<file path="config.mk">
export PLATFORM = sky130hd
export DESIGN_NAME = length_prefixed_packet_deframer_unit
export DESIGN_NICKNAME = d
export VERILOG_FILES = /design/src/design/lppd_pkg.sv /design/src/design/lppd_parser.sv /design/src/design/lppd_outq.sv /design/src/design/length_prefixed_packet_deframer_unit.sv
export SDC_FILE = /design/constraint.sdc
export NUM_CORES = 1
export LEC_CHECK = 0
export BUFFER_PORTS_ARGS = -buffer_cell sky130_fd_sc_hd__buf_2
export CAP_MARGIN = 0
export CORE_MARGIN = 10
export CORE_UTILIZATION = 30
export CTS_CLUSTER_DIAMETER = 30
export DETAILED_ROUTE_END_ITERATION = 6
export PLACE_DENSITY_LB_ADDON = 0.12
export SYNTH_ARGS = -nofsm -noshare
export SYNTH_HDL_FRONTEND = slang
export SYNTH_SLANG_ARGS = --single-unit
</file>
<file path="constraint.sdc">
create_clock -name clk -period 7.27 [get_ports clk]
set_clock_uncertainty 0.2 [all_clocks]
set_input_delay 2.181 -clock clk [delete_from_list [all_inputs] [get_ports clk]]
set_output_delay 2.181 -clock clk [all_outputs]
set_load 0.02 [all_outputs]
</file>
<file path="src/design/lppd_pkg.sv">
// Package for the length-prefixed packet deframer.
// Holds the parser phase type, the header type codes, the result record and queue sizing.
// Depends on nothing; every other design file imports it.
package lppd_pkg;

  typedef enum logic [2:0] {
    PH_TYPE,
    PH_LEN8,
    PH_LEN16HI,
    PH_LEN16LO,
    PH_BODY,
    PH_DEAD
  } phase_t;

  // Type bytes that open a packet.
  localparam logic [7:0] TYPE_SHORT_A = 8'hC1;
  localparam logic [7:0] TYPE_SHORT_B = 8'hC3;
  localparam logic [7:0] TYPE_LONG_A  = 8'hC2;
  localparam logic [7:0] TYPE_LONG_B  = 8'hC4;

  // Header sizes, which are also the smallest legal total lengths.
  localparam logic [15:0] HDR_SHORT_LEN = 16'd2;
  localparam logic [15:0] HDR_LONG_LEN  = 16'd3;

  localparam int MaxResults = 3;
  localparam int QueueDepth = 4;
  localparam int CountW     = $clog2(QueueDepth + 1);

  typedef struct packed {
    logic [7:0] data;
    logic       first;
    logic       last;
    logic       err;
  } result_t;

  // Everything one input byte produces.
  typedef struct packed {
    logic [1:0]                   count;
    result_t [MaxResults-1:0]     item;
  } step_t;

endpackage

</file>
<file path="src/design/lppd_parser.sv">
// Header parser of the deframer: phase register, held header bytes and body counter.
// Turns one accepted byte into zero to three results. Depends on lppd_pkg.
module lppd_parser (
  input  logic          clk,
  input  logic          rst,
  input  logic          take,
  input  logic [7:0]    data_byte,
  output lppd_pkg::step_t step
);
  import lppd_pkg::*;

  phase_t      phase, phase_next;
  logic [7:0]  held_type, held_type_next;
  logic [7:0]  held_length_high, held_length_high_next;
  logic [15:0] bytes_remaining, bytes_remaining_next;

  logic [15:0] len_short, len_long;
  logic        body_ends;

  assign len_short = {8'd0, data_byte};
  assign len_long  = {held_length_high, data_byte};
  assign body_ends = (bytes_remaining <= 16'd1);

  // Next state.
  always_comb begin
    phase_next            = phase;
    held_type_next        = held_type;
    held_length_high_next = held_length_high;
    bytes_remaining_next  = bytes_remaining;
    if (take) begin
      case (phase)
        PH_TYPE: begin
          if (data_byte inside {TYPE_SHORT_A, TYPE_SHORT_B}) begin
            held_type_next = data_byte;
            phase_next     = PH_LEN8;
          end else if (data_byte inside {TYPE_LONG_A, TYPE_LONG_B}) begin
            held_type_next = data_byte;
            phase_next     = PH_LEN16HI;
          end
        end
        PH_LEN8: begin
          if (len_short < HDR_SHORT_LEN) begin
            phase_next = PH_DEAD;
          end else if (len_short == HDR_SHORT_LEN) begin
            phase_next = PH_TYPE;
          end else begin
            bytes_remaining_next = len_short - HDR_SHORT_LEN;
            phase_next           = PH_BODY;
          end
        end
        PH_LEN16HI: begin
          held_length_high_next = data_byte;
          phase_next            = PH_LEN16LO;
        end
        PH_LEN16LO: begin
          if (len_long < HDR_LONG_LEN) begin
            phase_next = PH_DEAD;
          end else if (len_long == HDR_LONG_LEN) begin
            phase_next = PH_TYPE;
          end else begin
            bytes_remaining_next = len_long - HDR_LONG_LEN;
            phase_next           = PH_BODY;
          end
        end
        PH_BODY: begin
          if (body_ends) begin
            bytes_remaining_next = '0;
            phase_next           = PH_TYPE;
          end else begin
            bytes_remaining_next = bytes_remaining - 16'd1;
          end
        end
        default: begin
          phase_next = PH_DEAD;
        end
      endcase
    end
  end

  // Results of the byte being taken.
  always_comb begin
    step = '0;
    if (take) begin
      case (phase)
        PH_LEN8: begin
          if (len_short < HDR_SHORT_LEN) begin
            step.count   = 2'd1;
            step.item[0] = '{data: 8'd0, first: 1'b0, last: 1'b0, err: 1'b1};
          end else begin
            step.count   = 2'd2;
            step.item[0] = '{data: held_type, first: 1'b1, last: 1'b0, err: 1'b0};
            step.item[1] = '{data: data_byte, first: 1'b0,
                             last: (len_short == HDR_SHORT_LEN), err: 1'b0};
          end
        end
        PH_LEN16LO: begin
          if (len_long < HDR_LONG_LEN) begin
            step.count   = 2'd1;
            step.item[0] = '{data: 8'd0, first: 1'b0, last: 1'b0, err: 1'b1};
          end else begin
            step.count   = 2'd3;
            step.item[0] = '{data: held_type, first: 1'b1, last: 1'b0, err: 1'b0};
            step.item[1] = '{data: held_length_high, first: 1'b0, last: 1'b0,
                             err: 1'b0};
            step.item[2] = '{data: data_byte, first: 1'b0,
                             last: (len_long == HDR_LONG_LEN), err: 1'b0};
          end
        end
        PH_BODY: begin
          step.count   = 2'd1;
          step.item[0] = '{data: data_byte, first: 1'b0, last: body_ends, err: 1'b0};
        end
        default: begin
          step = '0;
        end
      endcase
    end
  end

  always_ff @(posedge clk) begin
    if (rst) begin
      phase            <= PH_TYPE;
      held_type        <= '0;
      held_length_high <= '0;
      bytes_remaining  <= '0;
    end else begin
      phase            <= phase_next;
      held_type        <= held_type_next;
      held_length_high <= held_length_high_next;
      bytes_remaining  <= bytes_remaining_next;
    end
  end

`ifndef ASSERT_OFF
  // A framing error kills the stream until reset.
  a_dead_sticks: assert property (@(posedge clk) disable iff (rst)
    phase == PH_DEAD |=> phase == PH_DEAD)
    else $error("parser left the dead phase without reset");

  // The error result is always alone.
  a_err_alone: assert property (@(posedge clk) disable iff (rst)
    (step.count != 2'd0 && step.item[0].err) |-> step.count == 2'd1)
    else $error("error result shares a step with other results");

  // Nothing comes out of the dead phase.
  a_dead_silent: assert property (@(posedge clk) disable iff (rst)
    phase == PH_DEAD |-> step.count == 2'd0)
    else $error("dead stream produced a result");
`endif

endmodule

</file>
<file path="src/design/lppd_outq.sv">
// Output queue of the deframer: a short shift queue of results, head at slot zero.
// Takes up to three results at once and hands out one per transfer. Depends on lppd_pkg.
module lppd_outq (
  input  logic              clk,
  input  logic              rst,
  input  logic              push,
  input  lppd_pkg::step_t   step,
  output logic              room,
  input  logic              m_ready,
  output logic              m_valid,
  output lppd_pkg::result_t head
);
  import lppd_pkg::*;

  result_t           q [QueueDepth];
  result_t           q_next [QueueDepth];
  logic [CountW-1:0] count, count_next, base;
  logic              pop;

  assign m_valid = (count != '0);
  assign head    = q[0];
  assign pop     = m_valid & m_ready;
  assign base    = count - {{(CountW-1){1'b0}}, pop};
  // A new step may add up to the largest result count.
  assign room    = (base <= CountW'(QueueDepth - MaxResults));

  always_comb begin
    for (int i = 0; i < QueueDepth - 1; i++) begin
      q_next[i] = pop ? q[i+1] : q[i];
    end
    q_next[QueueDepth-1] = q[QueueDepth-1];
    if (push) begin
      for (int i = 0; i < QueueDepth; i++) begin
        if (CountW'(i) >= base &&
            (CountW'(i) - base) < {{(CountW-2){1'b0}}, step.count}) begin
          q_next[i] = step.item[2'(CountW'(i) - base)];
        end
      end
    end
    count_next = base + (push ? {{(CountW-2){1'b0}}, step.count} : '0);
  end

  always_ff @(posedge clk) begin
    if (rst) begin
      count <= '0;
    end else begin
      count <= count_next;
    end
  end

  always_ff @(posedge clk) begin
    for (int i = 0; i < QueueDepth; i++) begin
      q[i] <= q_next[i];
    end
  end

`ifndef ASSERT_OFF
  a_no_overflow: assert property (@(posedge clk) disable iff (rst)
    count <= CountW'(QueueDepth))
    else $error("output queue overfilled");

  a_idle_holds: assert property (@(posedge clk) disable iff (rst)
    (!push && !pop) |=> $stable(count))
    else $error("queue count moved with no push or pop");

  a_push_fits: assert property (@(posedge clk) disable iff (rst)
    push |-> (base + {{(CountW-2){1'b0}}, step.count}) <= CountW'(QueueDepth))
    else $error("push without room for its results");
`endif

endmodule

</file>
<file path="src/design/length_prefixed_packet_deframer_unit.sv">
// Top level of the length-prefixed packet deframer.
// Joins the header parser and the output queue. Depends on lppd_pkg, lppd_parser, lppd_outq.
//
// Usage: received bytes enter on the slave stream (s_tvalid, s_tready, s_tdata), one byte
// per transfer. Packets leave on the master stream, one byte per transfer, with tuser bit 0
// marking the type byte that opens a packet, tlast marking the byte that ends it, and
// tuser bit 1 marking the single error result (data zero) sent on a bad length.
// Type bytes C1/C3 take a one-byte length, C2/C4 a two-byte big-endian length; the length
// counts the header. Other bytes in the type position are dropped. After a framing error
// every byte is taken and dropped until reset.
// Results are registered in the output queue when the byte that causes them is taken.
// Throughput: body bytes flow at one per cycle while the master side takes them. A header
// release puts two or three results into a four-entry output queue at once. With the
// master side taking a result every cycle, a three-result release (two-byte length) holds
// s_tready low while the queue drains, and a two-result release (one-byte length) causes no
// stall; that queue's depth and the master side's one result per cycle set the rate.
// The slave side keeps taking bytes while a result waits on a stalled master side, as
// long as the queue has room for the worst case of three results.
// Reset (rst, synchronous, active high) empties the queue and returns the parser to
// waiting for a type byte.
module length_prefixed_packet_deframer_unit (
  input  logic       clk,
  input  logic       rst,
  input  logic       s_tvalid,
  output logic       s_tready,
  input  logic [7:0] s_tdata,   // [7:0] data_byte
  output logic       m_tvalid,
  input  logic       m_tready,
  output logic [7:0] m_tdata,   // [7:0] out_byte
  output logic       m_tlast,   // last_of_packet
  output logic [1:0] m_tuser    // [0] first_of_packet, [1] framing_error
);
  import lppd_pkg::*;

  logic    take;
  logic    room;
  step_t   step;
  result_t head;

  // A byte is taken only when the queue can hold everything it may produce.
  assign s_tready = room;
  assign take     = s_tvalid & room;

  lppd_parser u_parser (
    .clk       (clk),
    .rst       (rst),
    .take      (take),
    .data_byte (s_tdata),
    .step      (step)
  );

  lppd_outq u_outq (
    .clk     (clk),
    .rst     (rst),
    .push    (take),
    .step    (step),
    .room    (room),
    .m_ready (m_tready),
    .m_valid (m_tvalid),
    .head    (head)
  );

  assign m_tdata = head.data;
  assign m_tlast = head.last;
  assign m_tuser = {head.err, head.first};

`ifndef ASSERT_OFF
  // An error result never also opens or closes a packet.
  a_err_clean: assert property (@(posedge clk) disable iff (rst)
    (m_tvalid && m_tuser[1]) |-> (!m_tlast && !m_tuser[0] && m_tdata == 8'd0))
    else $error("error result carries packet marks");

  // After an error result is transferred, nothing else ever comes out.
  a_err_final: assert property (@(posedge clk) disable iff (rst)
    (m_tvalid && m_tready && m_tuser[1]) |=> !m_tvalid)
    else $error("result after framing error");

  // The slave side is never blocked while the output side is empty.
  a_ready_when_empty: assert property (@(posedge clk) disable iff (rst)
    !m_tvalid |-> s_tready)
    else $error("input stalled with an empty queue");
`endif

endmodule

</file>
Word level (Yosys, flattened, before mapping)
Memories as Yosys holds them, arrays and structs flattened. Index checks and enable logic that the tools add are counted.

$add $sub $neg: 9. Multiply operators: 0. Divide/modulo/power cells: 0. Order comparisons: 16. Equal/unequal tests: 16. Shift operators: 0. Multiplexer cells: 44. Bitwise logic cells: 2. Reductions and logical operators: 14.

Operators with widths (number): $mux 11 (15); $bmux 11 s2 (4); $mux 16 (5); $pmux 16 s3 (1); $mux 44 (1); $mux 35 (1); $pmux 11 s3 (1); $eq 8x8->1 const B (4); $mux 22 (1); $pmux 11 s2 (1); $mux 3 (7); $eq 16x2->1 const B (1); $le 16x1->1 const B (1); $lt 16x2->1 const B (1); $mux 8 (2); $sub 16x1->16 const B (1); $sub 16x2->16 const B (1); $pmux 3 s5 (1); $lt 2x3->1 const B (4); $lt 3x2->1 (4); $sub 8x2->9 const B (1); $eq 8x2->1 const B (1); $lt 8x2->1 const B (1); $ne 2x2->1 const B (4); 22 further kinds (37).

Register bits after elaboration: 38. Latch bits: 0. Bits in writable memories: 44. ROM bits: 0. Input port bits: 12. Output and inout bits: 13. Logic and storage cells: 107. Memories: 1.

Memories: u_outq.q (depth 4, bits a word 11, rd ports 4, clocked after memory_dff 0, wr ports 4, line lppd_outq.sv:15) `result_t q [QueueDepth];`.

Depth between registers and ports, before layout
Gate-level depths: netlist of run 1.

Word-level depth: 10. Mapped depth: 22. Depth with buffers taken out: 18.

Cells and area by module
Synthesis of run 1 repeated with hierarchy kept, for this count alone.

Cell total of the unflattened synthesis: 719. Area total of the unflattened synthesis: 6184.7 um^2.

Modules (own cells, without submodules): lppd_outq (times used 1, cells each 354, area each 3245.6 um^2, seq. area each 1051.0 um^2); lppd_parser (times used 1, cells each 364, area each 2932.8 um^2, seq. area each 700.7 um^2); length_prefixed_packet_deframer_unit (times used 1, cells each 1, area each 6.3 um^2, seq. area each 0.0 um^2).

Worst setup path before layout of run 1
Ideal clock, no wire load.

Path type: input to register. Start: input m_tready. End: memory u_outq.q[0][9] (netlist name). Setup time: 0.132 ns. Arrival time: 6.282 ns. Required time: 6.938 ns. Path slack: 0.656 ns. Stages: 21. Buffers on the path: 5. Cell sequence: nand2_1 -> inv_1 -> clkbuf_1 -> buf_1 -> ha_1 -> ha_1 -> xnor2_1 -> ha_1 -> nand2_1 -> clkbuf_1 -> nor2_1 -> a21o_4 -> inv_6 -> ha_1 -> or2_2 -> a2111oi_0 -> buf_2 -> buf_2 -> a21oi_1 -> a31oi_1 -> o21ai_0.

RTL lines: from (decl) (line length_prefixed_packet_deframer_unit.sv:28) `input logic m_tready,`; to (decl) (line lppd_outq.sv:15).

==> impl_metrics.toml, run 1 <==
[global_route]
grt_pass1_vias = 5072
antenna_found_initial = 0
grt-ovfl-total = 0
grt_usage = 0.1552
grt_pass1_wl_um = 29960
grt_max_degree = 39

[yosys]
synth_nets = 712
synth_edf_count = 11
synth-seq-area-share = 0.3246
ys_types = 71
synth_top_flop_cell = "dfxtp_1"
ys_ff_latch = 82
avgSynthCellArea_um2 = 7.959
async_flop_share = 0
ys_warn_count = 0
syn_area_mm2 = 0.005396
synth_cells = 678

[die]
core_mm2 = 0.01748
die_area_mm2 = 0.02375
rows = 48
die_x_um = 154.1
fp.dieH_um = 154.1
start_util = 0.3088
pin_count = 25

[routing]
wire_per_inst_um = 20.69
routed_wl_um = 18650
via_per_inst = 5.701
drt_iter0_drc = 374
drc = 0
dr_total_vias = 5137
drtAntennaViolNets = 0
drt_first_pass_iters = 7

[finish]
nNetsFinal = 705
final_cell_mix = "87 x nand2_1, 71 x dfxtp_1, 67 x a21oi_1"
finish.utilization = 0.3419
layout-drive-gt1-share = 0.1169
area_delta_synth_final_pct = 10.73
seqCellArea_mm2 = 0.001752
final_common_cell = "nand2_1"
n_antenna_cell = 0
multi_input_area_mm2 = 0.003374
filler_cell_count = 1841

[cts]
ctsHtreeMaxLevel = 3
cts_hold_buf = 0
post_cts_buffers = 0
clockBufferDepth = 2
cts-buffers-inserted = 9
clkTransAtPathRegs_ns = 0.07
clk_latency_ns = 0.35
clock_sinks = 82
cts_root_buf = "clkbuf_16"
cts_tree = "yes"
ctsResizeCount = 0

[sta]
setup_viol = 0
fin_setup_tns_ns = 0
hold_viol_final = 0
post-route-min-period_ns = 6.128
period_share = 0.8429
drv_slew = 0
rsz0062_at_grt = "no"
fmax_ghz = 0.1632
worst_pin_slew_ns = 1.218
relSlewSlack = 0.1865

[worst_hold_path]
hold_path.class = "reg2reg"

[setup_path]
cp-start-kind = "input port"
critPathKind = "in2reg"
end_kind = "register"
worst-path-max-fanout = 15
worstPathArrival_ns = 6.17
cp.required_ns = 7.31

[power]
p_clk_frac = 0.242
power_density_mw_per_mm2 = 321.7
peakVddDrop_mv = 0.1539
p_int_mw = 1.104
p_comb_frac = 0.442
power.switching_mw = 0.8180
p_sw_frac = 0.4256
leakagePower_nw = 2.181
p_seq_frac = 0.316

[placement]
io_buffers = 24
hpwl_um = 13450
gp_congestion = 0.8581

[outcome]
run_status = "complete, no violations"

[job]
drv_cap = 0
## sequential cells by signal, indices dropped and copies added (netlist names)
signal	flops
u_outq.q	44
u_outq.count	3
u_parser.held_length_high	8
u_parser.phase	3
u_parser.bytes_remaining	16
u_parser.held_type	8
## final timing paths
| path | start | to | slack, ns | cells past startpoint |
|---|---|---|---|---|
| worst max register to register | u_outq.count[1] | u_outq.q[0][7] | 2.32 | 17 |
| worst min register to register | u_parser.held_type[2] | u_parser.held_type[2] | 0.30 | 2 |
| worst max-delay path | m_tready | u_outq.q[0][7] | 1.14 | 17 |
| worst min-delay path | u_parser.held_type[2] | u_parser.held_type[2] | 0.30 | 2 |
## metrics by stage
| stage | std cells | area (um2) | power [mW] | setup WS [ns] | hold WS, ns |
|---|---|---|---|---|---|
| floorplan | 678 | 5396 | 1.187 | 0.6563 | 0.2550 |
| global placement | 885 | 5687 | 1.459 | 0.9477 | 0.2834 |
| detailed placement | 885 | 5687 | 1.462 | 0.7902 | 0.2790 |
| CTS | 901 | 5976 | 1.934 | 1.118 | 0.2956 |
| global route | 901 | 5976 | 2.058 | 0.7977 | 0.3266 |
| finish | 901 | 5976 | 1.922 | 1.142 | 0.2973 |
## logic make-up after synthesis
kind of cell | share of synthesized area
fa+ha+maj | 0.05240
flops | 0.3246
compound gates | 0.2641
mux | 0.03895
simple gates | 0.2263
buf+inv | 0.05472
xor+xnor | 0.03895
## power by group through the flow
stage	combinational, mW	sequential (mW)	clock, mW
2_1_floorplan	0.556	0.631	0
3_3_place_gp	0.844	0.615	0
3_5_place_dp	0.845	0.617	0
4_1_cts	0.849	0.608	0.478
5_1_grt	0.944	0.616	0.499
6_report	0.850	0.607	0.465
## worst max-delay path, cell delays in order
cell	delay, ns
buf_2	0.10
nand2_1	0.07
inv_1	0.06
ha_1	0.18
ha_1	0.19
xnor2_1	0.21
ha_1	0.25
nand4b_1	0.28
a211oi_2	0.48
a21o_4	0.22
inv_6	0.08
ha_1	0.19
or2_2	0.30
a2111oi_2	0.67
buf_4	0.33
a21oi_1	0.06
a311o_1	0.31
## metal layers
metal / part of all wire / GRT usage / vias to the layer above
met5: 0 / 0 / -
met4: 0.016 / 0.04498 / 0
met3: 0.039 / 0.02957 / 21
met2: 0.47 / 0.2467 / 130
met1: 0.48 / 0.2075 / 2501
li1: - / - / 2485
## cell usage after synthesis (3+ instances only)
cell	instances	area, um2
or3_1	4	25.02
o22ai_1	8	50.05
o32ai_1	5	43.79
mux2i_1	21	210.2
nand2_1	87	326.6
a22oi_1	9	67.56
a222oi_1	6	60.06
nor3_1	16	80.08
xor2_1	8	70.07
inv_1	17	63.81
a221oi_1	5	43.79
nand4_1	4	25.02
ha_1	21	262.8
dfxtp_1	71	1421
a21oi_1	67	335.3
nand3_1	13	65.06
nand2b_1	3	18.77
xnor2_1	16	140.1
buf_2	12	60.06
nor4_1	7	43.79
a31oi_1	18	112.6
o31ai_1	7	52.55
a21boi_0	3	22.52
a2111oi_0	3	26.28
nand4b_1	4	35.03
a311oi_1	3	26.28
a2111oi_2	3	45.04
nor2_1	64	240.2
o21ai_0	36	180.2
edfxtp_1	11	330.3
and3_1	7	43.79
clkbuf_1	36	135.1
a211oi_1	11	82.58
and3b_1	5	43.79
buf_1	3	11.26
nor4_4	3	63.81
a22o_1	5	43.79
and2_1	6	37.54
or4_1	3	22.52
a31o_2	4	35.03
a221o_1	3	30.03
## area by class of cell
| class | instances | share of cell area |
|---|---|---|
| Tap cell | 225 | 0.04711 |
| Inverter | 19 | 0.01277 |
| Timing Repair Buffer | 35 | 0.03392 |
| Multi-Input combinational cell | 524 | 0.5647 |
| Sequential cell | 82 | 0.2931 |
| Clock inverter | 7 | 0.01068 |
| Clock buffer | 9 | 0.03769 |
Power figures use the tool's default switching activity.
==> run 2: changes to the inputs <==
==> constraint.sdc (replaced) <==
create_clock -name clk -period 6.29 [get_ports clk]
set_clock_uncertainty 0.2 [all_clocks]
set_input_delay 1.887 -clock clk [delete_from_list [all_inputs] [get_ports clk]]
set_output_delay 1.887 -clock clk [all_outputs]
set_load 0.02 [all_outputs]
==> run 2 against run 1 <==
- setup slack worse by 0.30 ns
- total power up 19%
- final cell count up 0.44%
- first-iteration DRC count up 5.1%
- highest routed layer unchanged
- design area up 0.98%
- core utilization up 0.34 points
- flip-flop and latch count unchanged
- register-to-register slack worse by 0.60 ns
- largest cell class unchanged
==> impl_metrics.toml, run 2 (synthesis gave the netlist of run 1 again) <==
[setup_path]
r2r_cells = 18
end_kind = "register"
regToRegSetupSlack_ns = 1.72
crit_start = "m_tready"
r2r-start = "u_outq.count[1]"
rr_endpoint = "u_outq.q[0][1]"
cp-start-kind = "input port"
endpoint = "u_outq.q[0][1]"
worst-path-max-fanout = 20
worstPathArrival_ns = 5.50
critPathKind = "in2reg"
cp.required_ns = 6.34

[sta]
drv_slew = 0
post-route-min-period_ns = 5.451
hold_viol_final = 0
period_share = 0.8666
fin_setup_tns_ns = 0
relSlewSlack = 0.2771
rsz0062_at_grt = "no"
setup_viol = 0
worst_pin_slew_ns = 1.084
fmax_ghz = 0.1835

[placement]
hpwl_um = 13430
gp_congestion = 0.8423
io_buffers = 24
dpl_cell_area_mm2 = 0.005717

[finish]
final_cell_mix = "87 x nand2_1, 71 x dfxtp_1, 67 x a21oi_1"
area_delta_synth_final_pct = 11.82
largest_reg_flops = 44
n_antenna_cell = 0
filler_cell_count = 1842
reg_top3 = "u_outq.q: 44 flops, u_parser.bytes_remaining: 16 flops"
finalInstanceArea_mm2 = 0.006035
regMostFlops = "u_outq.q"
seqCellArea_mm2 = 0.001752
nNetsFinal = 709
final_common_cell = "nand2_1"
layout-drive-gt1-share = 0.1191
multi_input_area_mm2 = 0.003374

[die]
die_x_um = 154.1
start_util = 0.3088
pin_count = 25
die_area_mm2 = 0.02375
fp.dieH_um = 154.1
rows = 48
core_mm2 = 0.01748

[cts]
clkTransAtPathRegs_ns = 0.06
clk_latency_ns = 0.35
cts-buffers-inserted = 9
clockBufferDepth = 2
cts_tree = "yes"
cts_root_buf = "clkbuf_16"
clock_sinks = 82
ctsResizeCount = 0
post_cts_buffers = 0
cts_hold_buf = 0
ctsHtreeMaxLevel = 3

[global_route]
grt_pass1_vias = 5090
grt-ovfl-total = 0
antenna_found_initial = 0
grt_max_degree = 39
grt_usage = 0.1544
grt_pass1_wl_um = 29700

[outcome]
run_status = "complete, no violations"

[routing]
drt_first_pass_iters = 6
drtAntennaViolNets = 0
via_per_inst = 5.813
dr_total_vias = 5261
wire_per_inst_um = 20.60
routed_wl_um = 18640
drc = 0
drt_iter0_drc = 393

[power]
power_density_mw_per_mm2 = 378.1
leakagePower_nw = 2.206
peakVddDrop_mv = 0.1902

[worst_hold_path]
hold_path.class = "reg2reg"

[job]
drv_cap = 0
## run 2: how the worst min path moves through the flow
stage | startpoint | to | depth (start not counted)
global placement | u_parser.held_type[7] | u_parser.held_type[7] | 2
CTS | u_parser.held_type[7] | u_parser.held_type[7] | 2
finish | u_parser.held_type[7] | u_parser.held_type[7] | 2
floorplan | u_parser.held_type[0] | u_parser.held_type[0] | 2
detailed placement | u_parser.held_type[7] | u_parser.held_type[7] | 2
global route | u_parser.held_type[3] | u_parser.held_type[3] | 1
## run 2: worst max-delay path, stage by stage
cell and delay, ns:
buf_2 0.10, nand2_1 0.07, inv_1 0.06, ha_1 0.18, ha_1 0.19, xnor2_1 0.21
ha_1 0.25, nand4b_1 0.31, a211oi_2 0.38, a21o_4 0.20, inv_6 0.07, ha_1 0.19
or2_2 0.30, a2111oi_2 0.32, buf_4 0.30, a21oi_1 0.06, a31o_2 0.21, a31o_2 0.20
## run 2: metal layers
metal  GRT usage  vias up  share of wire
met5           0        -              0
met4     0.04813        0          0.016
met3     0.03264       26          0.049
met2      0.2459      181           0.48
met1      0.2029     2566           0.46
li1            -     2488              -
## run 2: layout make-up
cell class | instances | share of cell area
Clock buffer | 10 | 0.03794
Clock inverter | 6 | 0.01472
Inverter | 19 | 0.01265
Multi-Input combinational cell | 524 | 0.5592
Sequential cell | 82 | 0.2903
Tap cell | 225 | 0.04665
Timing Repair Buffer | 39 | 0.03857
## run 2: stage by stage
stage	power [mW]	setup slack [ns]	hold slack [ns]	util	cells
after floorplan	1.373	0.09466	0.2550	-	678
after global placement	1.699	0.6769	0.2870	0.3271	889
after detailed placement	1.707	0.5124	0.3037	0.3271	889
after CTS	2.297	0.8663	0.3216	0.3453	905
after global routing	2.436	0.5374	0.3579	0.3453	905
final	2.282	0.8392	0.3225	0.3453	905
## run 2: power breakdown
group          switching, mW  total, mW  internal (mW)
clock network          0.237      0.586          0.349
logic                  0.640      0.997          0.356
registers             0.0530      0.699          0.646
